$ cat config.mk
export PLATFORM = sky130hd
export DESIGN_NAME = disk_region_table_engine
export DESIGN_NICKNAME = d
export VERILOG_FILES = /design/src/rtl/drt_pkg.sv /design/src/rtl/drt_region_mem.sv /design/src/rtl/disk_region_table_engine.sv
export SDC_FILE = /design/constraint.sdc
export NUM_CORES = 2
export LEC_CHECK = 0
export BUFFER_PORTS_ARGS = -buffer_cell sky130_fd_sc_hd__clkbuf_2
export CAP_MARGIN = 40
export CORE_UTILIZATION = 35
export CTS_CLUSTER_DIAMETER = 200
export DETAILED_ROUTE_END_ITERATION = 6
export SETUP_SLACK_MARGIN = 0.15
export SLEW_MARGIN = 20
export SYNTH_ARGS = -nofsm -noshare
export SYNTH_HDL_FRONTEND = slang
export SYNTH_SLANG_ARGS = --single-unit
export TNS_END_PERCENT = 100
$ cat constraint.sdc
create_clock -name clk -period 11.99 [get_ports clk]
set_input_delay 1.199 -clock clk [delete_from_list [all_inputs] [get_ports clk]]
set_output_delay 1.199 -clock clk [all_outputs]
set_load 0.01 [all_outputs]
$ cat src/rtl/drt_pkg.sv
// Package for the disk region table engine: word types, command and status codes, FSM states.
`timescale 1ns / 1ps

package drt_pkg;

	localparam logic [2:0] CMD_ADD    = 3'd0;
	localparam logic [2:0] CMD_REMOVE = 3'd1;
	localparam logic [2:0] CMD_GET    = 3'd2;
	localparam logic [2:0] CMD_FREE   = 3'd3;
	localparam logic [2:0] CMD_CLEAR  = 3'd4;

	localparam logic [1:0] STAT_OK      = 2'd0;
	localparam logic [1:0] STAT_FULL    = 2'd1;
	localparam logic [1:0] STAT_OVERLAP = 2'd2;
	localparam logic [1:0] STAT_RANGE   = 2'd3;

	localparam logic [31:0] FIRST_USABLE_RESET = 32'd2048;
	localparam logic [31:0] ALL_ONES           = 32'hFFFF_FFFF;

	typedef struct packed {
		logic [2:0]  command;
		logic [31:0] region_base;
		logic [31:0] region_len;
		logic [7:0]  region_kind;
		logic [3:0]  entry_index;
	} cmd_t;

	typedef struct packed {
		logic [1:0]  status;
		logic [4:0]  entry_count;
		logic [31:0] entry_start;
		logic [31:0] entry_size;
		logic [7:0]  entry_type;
		logic [31:0] free_start;
		logic [31:0] free_size;
	} rsp_t;

	typedef struct packed {
		logic [31:0] start;
		logic [31:0] size;
		logic [7:0]  ptype;
	} entry_t;

	typedef enum logic [2:0] {
		S_IDLE,
		S_ADD_SCAN,
		S_REM_SHIFT,
		S_GET_WAIT,
		S_FREE_SCAN
	} fsm_state_t;

endpackage

$ cat src/rtl/drt_region_mem.sv
// Region table memory: one write port, one read port with registered read data.
`timescale 1ns / 1ps

module drt_region_mem
	import drt_pkg::*;
#(
	parameter int DEPTH = 16,
	parameter int AW = 4
) (
	input  logic          clk,
	input  logic          wr_en,
	input  logic [AW-1:0] wr_addr,
	input  entry_t        wr_data,
	input  logic          rd_en,
	input  logic [AW-1:0] rd_addr,
	output entry_t        rd_data
);

	entry_t mem [DEPTH];
	entry_t rd_data_q;

	always_ff @(posedge clk) begin
		if (wr_en) begin
			mem[wr_addr] <= wr_data;
		end
		if (rd_en) begin
			rd_data_q <= mem[rd_addr];
		end
	end

	assign rd_data = rd_data_q;

endmodule

$ cat src/rtl/disk_region_table_engine.sv
// Top level of the disk region table engine: command sequencer around the region memory.
//
//   channel   direction  handshake               word
//   command   in         start / busy            cmd    (cmd_t)
//   result    out        done (one-cycle strobe) result (rsp_t)
//   config    in         cfg_valid / cfg_ready   cfg_data (first usable block)
//
// A command is taken when start is high and busy is low; its result follows as a one-cycle
// done strobe. Clear, unused codes, refused commands, remove of the last entry and add or
// free space on an empty table answer in the cycle after acceptance; get answers from
// its wait state, with the registered memory read data. Add and free space walk the
// stored regions through the memory read port, one per cycle, and add stops early when
// it meets an overlap. Remove moves every later entry down one slot per cycle. The worst
// case is a free-space search over a full table; busy is low while done is shown, so
// the next command can be taken in that cycle.
// Reset clears the entry count and the sequencer; the memory needs no clearing pass.
// The receiver cannot stall; cfg_ready is always high.
`timescale 1ns / 1ps

module disk_region_table_engine
	import drt_pkg::*;
#(
	parameter int MAX_ENTRIES = 16
) (
	input  logic        clk,
	input  logic        arst_n,
	input  logic        start,
	output logic        busy,
	input  cmd_t        cmd,
	output logic        done,
	output rsp_t        result,
	input  logic        cfg_valid,
	output logic        cfg_ready,
	input  logic [31:0] cfg_data
);

	localparam int AW = (MAX_ENTRIES > 1) ? $clog2(MAX_ENTRIES) : 1;
	localparam int CNT_W = $clog2(MAX_ENTRIES + 1);
	localparam int CMP_W = (CNT_W > 4) ? CNT_W + 1 : 5;

	fsm_state_t state_q, state_d;
	logic [AW-1:0] ptr_q, ptr_d;
	logic [CNT_W-1:0] count_q, count_d;
	cmd_t cmd_q, cmd_d;
	logic [31:0] highest_q, highest_d;
	logic [31:0] first_usable_q;
	logic done_q, done_d;
	rsp_t result_q, result_d;

	logic wr_en, rd_en;
	logic [AW-1:0] wr_addr, rd_addr;
	entry_t wr_data, rd_data;

	logic [31:0] new_end, cur_end, max_end;
	logic scan_last, overlap, idx_in_range, rem_more_in, rem_more;
	logic [CNT_W-1:0] ptr_plus1;
	logic [CMP_W-1:0] idx_plus1;
	logic [CNT_W:0] ptr_plus2;

	drt_region_mem #(
		.DEPTH(MAX_ENTRIES),
		.AW   (AW)
	) u_mem (
		.clk    (clk),
		.wr_en  (wr_en),
		.wr_addr(wr_addr),
		.wr_data(wr_data),
		.rd_en  (rd_en),
		.rd_addr(rd_addr),
		.rd_data(rd_data)
	);

	// Free space above the highest end; nothing is left when that end is all-ones.
	function automatic rsp_t free_result(input logic [31:0] h);
		rsp_t r;
		r = '0;
		if (h != ALL_ONES) begin
			r.free_start = h;
			r.free_size = ALL_ONES - h;
		end
		return r;
	endfunction

	assign new_end = cmd_q.region_base + cmd_q.region_len;
	assign cur_end = rd_data.start + rd_data.size;
	assign overlap = (cmd_q.region_base < cur_end) && (new_end > rd_data.start);
	assign max_end = (cur_end > highest_q) ? cur_end : highest_q;
	assign ptr_plus1 = CNT_W'(ptr_q) + CNT_W'(1);
	assign ptr_plus2 = (CNT_W + 1)'(ptr_q) + (CNT_W + 1)'(2);
	assign scan_last = (ptr_plus1 == count_q);
	assign rem_more = (ptr_plus2 < (CNT_W + 1)'(count_q));
	assign idx_plus1 = CMP_W'(cmd.entry_index) + CMP_W'(1);
	assign idx_in_range = (CMP_W'(cmd.entry_index) < CMP_W'(count_q));
	assign rem_more_in = (idx_plus1 < CMP_W'(count_q));

	always_comb begin
		state_d = state_q;
		ptr_d = ptr_q;
		count_d = count_q;
		cmd_d = cmd_q;
		highest_d = highest_q;
		done_d = 1'b0;
		result_d = '0;
		wr_en = 1'b0;
		wr_addr = ptr_q;
		wr_data = rd_data;
		rd_en = 1'b0;
		rd_addr = AW'(ptr_plus1);

		case (state_q)
			S_IDLE: begin
				if (start) begin
					cmd_d = cmd;
					ptr_d = '0;
					case (cmd.command)
						CMD_ADD: begin
							if (count_q >= CNT_W'(MAX_ENTRIES)) begin
								done_d = 1'b1;
								result_d.status = STAT_FULL;
							end else if (count_q == '0) begin
								wr_en = 1'b1;
								wr_addr = '0;
								wr_data = '{start: cmd.region_base, size: cmd.region_len,
									ptype: cmd.region_kind};
								count_d = CNT_W'(1);
								done_d = 1'b1;
							end else begin
								rd_en = 1'b1;
								rd_addr = '0;
								state_d = S_ADD_SCAN;
							end
						end
						CMD_REMOVE: begin
							if (!idx_in_range) begin
								done_d = 1'b1;
								result_d.status = STAT_RANGE;
							end else if (rem_more_in) begin
								ptr_d = AW'(cmd.entry_index);
								rd_en = 1'b1;
								rd_addr = AW'(idx_plus1);
								state_d = S_REM_SHIFT;
							end else begin
								count_d = count_q - CNT_W'(1);
								done_d = 1'b1;
							end
						end
						CMD_GET: begin
							if (!idx_in_range) begin
								done_d = 1'b1;
								result_d.status = STAT_RANGE;
							end else begin
								rd_en = 1'b1;
								rd_addr = AW'(cmd.entry_index);
								state_d = S_GET_WAIT;
							end
						end
						CMD_FREE: begin
							highest_d = first_usable_q;
							if (count_q == '0) begin
								done_d = 1'b1;
								result_d = free_result(first_usable_q);
							end else begin
								rd_en = 1'b1;
								rd_addr = '0;
								state_d = S_FREE_SCAN;
							end
						end
						CMD_CLEAR: begin
							count_d = '0;
							done_d = 1'b1;
						end
						default: begin
							done_d = 1'b1;
						end
					endcase
				end
			end
			S_ADD_SCAN: begin
				if (overlap) begin
					done_d = 1'b1;
					result_d.status = STAT_OVERLAP;
					state_d = S_IDLE;
				end else if (scan_last) begin
					wr_en = 1'b1;
					wr_addr = AW'(count_q);
					wr_data = '{start: cmd_q.region_base, size: cmd_q.region_len,
						ptype: cmd_q.region_kind};
					count_d = count_q + CNT_W'(1);
					done_d = 1'b1;
					state_d = S_IDLE;
				end else begin
					rd_en = 1'b1;
					ptr_d = AW'(ptr_plus1);
				end
			end
			S_REM_SHIFT: begin
				// Read data holds the entry one above the slot being filled.
				wr_en = 1'b1;
				wr_addr = ptr_q;
				wr_data = rd_data;
				if (rem_more) begin
					rd_en = 1'b1;
					rd_addr = AW'(ptr_plus2);
					ptr_d = AW'(ptr_plus1);
				end else begin
					count_d = count_q - CNT_W'(1);
					done_d = 1'b1;
					state_d = S_IDLE;
				end
			end
			S_GET_WAIT: begin
				done_d = 1'b1;
				result_d.entry_start = rd_data.start;
				result_d.entry_size = rd_data.size;
				result_d.entry_type = rd_data.ptype;
				state_d = S_IDLE;
			end
			S_FREE_SCAN: begin
				if (scan_last) begin
					done_d = 1'b1;
					result_d = free_result(max_end);
					state_d = S_IDLE;
				end else begin
					highest_d = max_end;
					rd_en = 1'b1;
					ptr_d = AW'(ptr_plus1);
				end
			end
			default: begin
				state_d = S_IDLE;
			end
		endcase

		result_d.entry_count = 5'(count_d);
	end

	always_ff @(posedge clk or negedge arst_n) begin
		if (!arst_n) begin
			state_q <= S_IDLE;
			count_q <= '0;
			done_q <= 1'b0;
			first_usable_q <= FIRST_USABLE_RESET;
		end else begin
			state_q <= state_d;
			count_q <= count_d;
			done_q <= done_d;
			if (cfg_valid) begin
				first_usable_q <= cfg_data;
			end
		end
	end

	always_ff @(posedge clk) begin
		ptr_q <= ptr_d;
		cmd_q <= cmd_d;
		highest_q <= highest_d;
		result_q <= result_d;
	end

	assign busy = (state_q != S_IDLE);
	assign done = done_q;
	assign result = result_q;
	assign cfg_ready = 1'b1;

endmodule

# [After elaboration in Yosys (flattened, before gate mapping)]
# Memory sizes are Yosys's and may differ from the RTL's. A register that Yosys moved wholly into a read port is not among the register bits.
# Cells that the tools add are included.
[op_classes] reduce_logical=12 addsub=9 mux=100 eq_ne=24 magnitude_cmp=7
[op_table] op="72-bit 2-to-1 mux" count=6
[op_table] op="64-bit 2-to-1 mux" count=5
[op_table] op="72-bit case mux with 3 select lines" count=1
[op_table] op="72-bit case mux with 2 select lines" count=1
[op_table] op="143-bit 2-to-1 mux" count=1
[op_table] op="32-bit 2-to-1 mux" count=4
[op_table] op="64-bit case mux with 2 select lines" count=1
[op_table] op="4-bit 2-to-1 mux" count=20
[op_table] op="32-bit adder" count=2
[op_table] op="32-bit greater-than comparator" count=2
[op_table] op="32-bit != test (second input constant)" count=2
[op_table] op="32-bit case mux with 2 select lines" count=1
[op_table] op="32-bit subtractor (first input constant)" count=2
[op_table] op="5-bit 2-to-1 mux" count=8
[op_table] op="32-bit less-than comparator" count=1
[op_table] op="4-bit case mux with 4 select lines" count=2
[op_table] op="3-bit 2-to-1 mux" count=10
[op_table] op="5-bit case mux with 3 select lines" count=2
[op_table] op="1-bit 2-to-1 mux" count=25
[op_table] op="3-bit case mux with 4 select lines" count=2
[op_table] op="3-bit != test (second input constant)" count=6
[op_table] op="4-bit case mux with 2 select lines" count=2
[op_table] op="3-bit by 2-bit equality test with 1-bit output (second input constant)" count=4
[op_table] op="1-bit case mux with 4 select lines" count=3
[op_table] op="other kinds (27)" count=39
[totals] wordCells=169 input_bits=115 out_inout_bits=146 ram_bits=1152 register_bits=292 n_memories=1
[memory_table] name="u_mem.mem" words=16 width=72 rd=1 rd_clocked_by_memory_dff=1 wr=1 line_no="drt_region_mem.sv:19" text="entry_t mem [DEPTH];"

# [Depth between registers and ports, before layout]
[depth] word_depth=8 ltp_mapped=28 ltp_nobuf=27

# [Modules after synthesis]
# Synthesis repeated with hierarchy kept, for this count alone.
[hier_totals] hier_cells=3844 area_unflattened_um2=63090.5
[modules_own_cells] module="drt_region_mem" seq_area_each_um2=36755.3 area_each_um2=45270.9 cells_each=1850 n_inst=1
[modules_own_cells] module="disk_region_table_engine" seq_area_each_um2=7133.1 area_each_um2=17819.6 cells_each=1994 n_inst=1

# [Worst setup path after synthesis]
# Ideal clock, no wire load.
[synth_path] path_kind="register to register" startpoint="register cmd_q[45] (netlist name)" endpoint="memory u_mem.mem[4][0] (netlist name), enable pin" setup_slack_ns=3.028 path_buffers=0 required_ns=11.487 stages_incl_launch_ff=26 setup_ns=0.503 arrival_ns=8.460 period_less_slack_ns=8.962 path_cell_list="edfxtp_1 -> ha_1 -> a21o_1 -> a21oi_1 -> nor3_1 -> nand2b_1 -> o2111ai_1 -> a211o_1 -> a21oi_1 -> a2111oi_0 -> o211ai_1 -> nor3_1 -> o21bai_1 -> xor2_1 -> ha_1 -> nand4_1 -> nor2_1 -> and3_1 -> nand2_1 -> nor4_1 -> a211oi_1 -> o31ai_1 -> nor2_1 -> a22o_1 -> or2_1 -> nor2_1"
[synth_via] elab_chain_len=7 word_cells_on_any_way=10 cone_classes="add/sub (1); order compare (2); mux (6); reduce/logical (1)"
[synth_rtl] element="start, declared" line_no="disk_region_table_engine.sv:44" text="cmd_t cmd_q, cmd_d;"
[synth_rtl] element="start signal, assigned" line_no="disk_region_table_engine.sv:255" text="cmd_q <= cmd_d;"
[synth_rtl] element="32-bit adder" line_no="disk_region_table_engine.sv:84" text="assign new_end = cmd_q.region_base + cmd_q.region_len;"
[synth_rtl] element="32-bit greater-than comparator" line_no="disk_region_table_engine.sv:86" text="assign overlap = (cmd_q.region_base < cur_end) && (new_end > rd_data.start);"
[synth_rtl] element="1-bit logical AND *" line_no="disk_region_table_engine.sv:86"
[synth_rtl] element="1-bit 2-to-1 mux" line_no="disk_region_table_engine.sv:179" text="if (overlap) begin"
[synth_rtl] element="1-bit case mux with 3 select lines" line_no="disk_region_table_engine.sv:110" text="case (state_q)"
[synth_rtl] element="1-bit 2-to-1 mux" line_no="drt_region_mem.sv:23" text="if (wr_en) begin"
[synth_rtl] element="1-bit 2-to-1 mux (implied by the code)" line_no="drt_region_mem.sv:24" text="mem[wr_addr] <= wr_data;"
[synth_rtl] element="end, declared" line_no="drt_region_mem.sv:19"
# Mark *: on every way between the ends. The rest lies on a longest branch, timed or not.

==> qor.yml <==
rows: 157
cp.required_ns: 12.54
io_buffers: 259
met3_length_mm: 18.0
cpMaxStageDelayCell: "clkinv_2"
synth_commonest_cells: "edfxtp_1, nand2_1, a21oi_1"
grt_max_degree: 196
cts_hold_buf: 0
synth_area_leaders: "edfxtp_1, nand2_1, dfxtp_1, a21oi_1, ha_1"
synth_top_area_share_pct: 61.4
syn_to_final_growth_pct: 15.4
dr.pass1.iters: 6
synth.most_common_cell: "edfxtp_1"
drive_above_1_share_pct: 12.9
ioPinCount: 261
gr-usage-all-layers_pct: 22.2
critPathLaunchType: "register"
relSlewSlack_pct: 13.4
dp_cells: 8016
cts_tree: "done"
fin_setup_tns_ns: 0
r2r-end: "u_mem.mem[10][2]$_DFFE_PP_"
drc: 0
crit_fanout: 41
cts_root_buffer: "clkbuf_16"
ys_async_sr_fraction_pct: 2.70
rr_worst_depth: 28
synth_warnings: 0
drt_iter0_markers: 5312
period_share_pct: 72.7
post-dp-hpwl_mm: 134
setup_viol: 0
globalplace.congestion: 0.934
postCtsSetupBuffers: 0
endpoint_kind: "register"
cts.sinks: 1516
min_path_type: "primary input to async pin"
r2r_start: "cmd_q[45]$_DFFE_PP_"
grt_pass1_wl_mm: 304
cap_violations: 0
syn_nets: 5731
core_mm2: 0.184
layout_min_cycle_time_ns: 8.71
cts_max_level: 4
yosys.area.top_type: "edfxtp_1"
fin_nets: 6005
tightest_slew_ns: 1.30
yosysSeqAreaShare_pct: 67.4
clkSlewWorstSetupHoldPaths_ns: 0.06
ys.flop_type: "edfxtp_1"
whs_ns: 0.456
numCtsBuffers: 153
top_layer: "met5"
die_area_mm2: 0.188
crit_arrival_ns: 9.26
finClkSkew_ns: 0.0471
drt-met1-wl_mm: 83.7
postSynthCellCount: 5440
wl_mm: 213
dpl_worst_slack_ns: 3.46
cpPeakStageDelay_ns: 0.80
met2WireLength_mm: 100
final_cells: 8326
synth-edff-count: 1332
wire_per_inst_um: 25.6
syn_area_mm2: 0.0651
die_h_um: 433
finalHoldViolations: 0
fmax_mhz: 115
grt_pass1_vias: 43604
status: "completed"
initial_utilization_pct: 35.4
die-width_um: 433
cp_common_cell: "buf_4"
yosysUniqueCellTypes: 80
syn_area_per_cell_um2: 12.0
viasPerCell: 5.61
worst_slack_ns: 3.28
ys_ff_latch: 1516
antenna_found_initial: 19
ant_nets: 0
cts_resized: 0
slew_violations: 0
crit_type: "register to register"
rsz0062_at_grt: "false"
worst-r2r-setup-slack_ns: 3.28
overflow: 0
clk_path_buf_depth: 3
vias: 46742
clock_latency_ns: 0.84
## state kept, by name, summed over array words and instances (netlist names)
register,flops
ptr_q,4
highest_q,32
done,1
state_q,3
first_usable_q,32
count_q,5
cmd_q,72
u_mem.rd_data,72
u_mem.mem,1152
result,143
## through the flow
| step | utilization (%) | cell area, um^2 |
|---|---|---|
| floorplan | - | 65100 |
| global placement | 37.6 | 69200 |
| detailed placement | 38.2 | 70200 |
| CTS | 40.8 | 75000 |
| global route | 40.9 | 75100 |
| finish | 40.9 | 75200 |
## worst max path at each step
stage                                   start                           to  slack, ns  cells after the start
after global routing      cmd_q[12]$_DFFE_PP_  u_mem.mem[11][56]$_DFFE_PP_       2.86                     29
after floorplan           cmd_q[45]$_DFFE_PP_    u_mem.mem[4][0]$_DFFE_PP_       3.03                     25
after global placement    cmd_q[45]$_DFFE_PP_  u_mem.mem[12][44]$_DFFE_PP_       3.02                     25
final                     cmd_q[45]$_DFFE_PP_   u_mem.mem[10][2]$_DFFE_PP_       3.28                     28
after detailed placement  cmd_q[45]$_DFFE_PP_   u_mem.mem[10][5]$_DFFE_PP_       3.46                     28
after CTS                 cmd_q[45]$_DFFE_PP_   u_mem.mem[2][57]$_DFFE_PP_       3.40                     28
## kinds of logic after synthesis
kind of cell	Yosys count	share of synthesized area [%]
DFF	1516	67.4
xor gates and xnor gates	62	0.845
and+or+nand+nor	1931	13.0
AOI/OAI and AO/OA	1249	11.8
buffers and inverters	452	2.66
muxes	53	0.880
adders and majority gates	176	3.40
other	1	0.00576
## per-layer routing
layer / vias up / track usage, %
li1: 20684 / -
met2: 2445 / 35.6
met3: 457 / 3.89
met5: - / 0
met4: 2 / 12.2
met1: 23154 / 28.5
## cell type report
type / count / area (um^2)
multi-input combinational: 3472 / 19800
antenna: 22 / 55.1
inverter: 134 / 507
tap: 2464 / 3080
timing repair buffer: 437 / 3000
clock buffer: 204 / 4110
clock inverter: 77 / 754
fill: 17197 / 109000
sequential: 1516 / 43900
## worst max-delay path: cells and delay by family, from the launching register on
kind	cells	cell delay, ns
fa+ha+maj	2	0.62
buf+inv	5	2.58
xor+xnor	1	0.15
simple gates	9	1.54
compound gates	11	2.96
flops	1	0.45
## placed cells by master, fill, tap and decap left out, types with 22 or more instances in the layout
master     netlist  layout
a21o_1          56      56
a21oi_1        460     460
a22o_1          22      22
a22oi_1        146     145
a31oi_1         85      76
a32oi_1         72      72
and2_1          57      54
and3_1          92      92
buf_12           0      22
buf_2           16      35
buf_4            1     108
clkbuf_1       272      44
clkbuf_16        0     155
clkbuf_2         0     259
clkinv_1         0      26
dfrtp_1         40      39
dfxtp_1        143     143
diode_2          0      22
edfxtp_1      1332    1332
ha_1           174     174
inv_1          133     131
mux2_2          34      34
nand2_1       1265    1263
nand2b_1        23      22
nand3_1        174     173
nand4_1        110     110
nor2_1          99      79
nor3_1          57      57
o21ai_0        192     191
o21ai_1         62      62
o22ai_1         24      24
xnor2_1         37      37
xor2_1          24      24
Power is not shown: default switching activity piles up to over one toggle a cycle in this logic, so the estimate is an artifact.
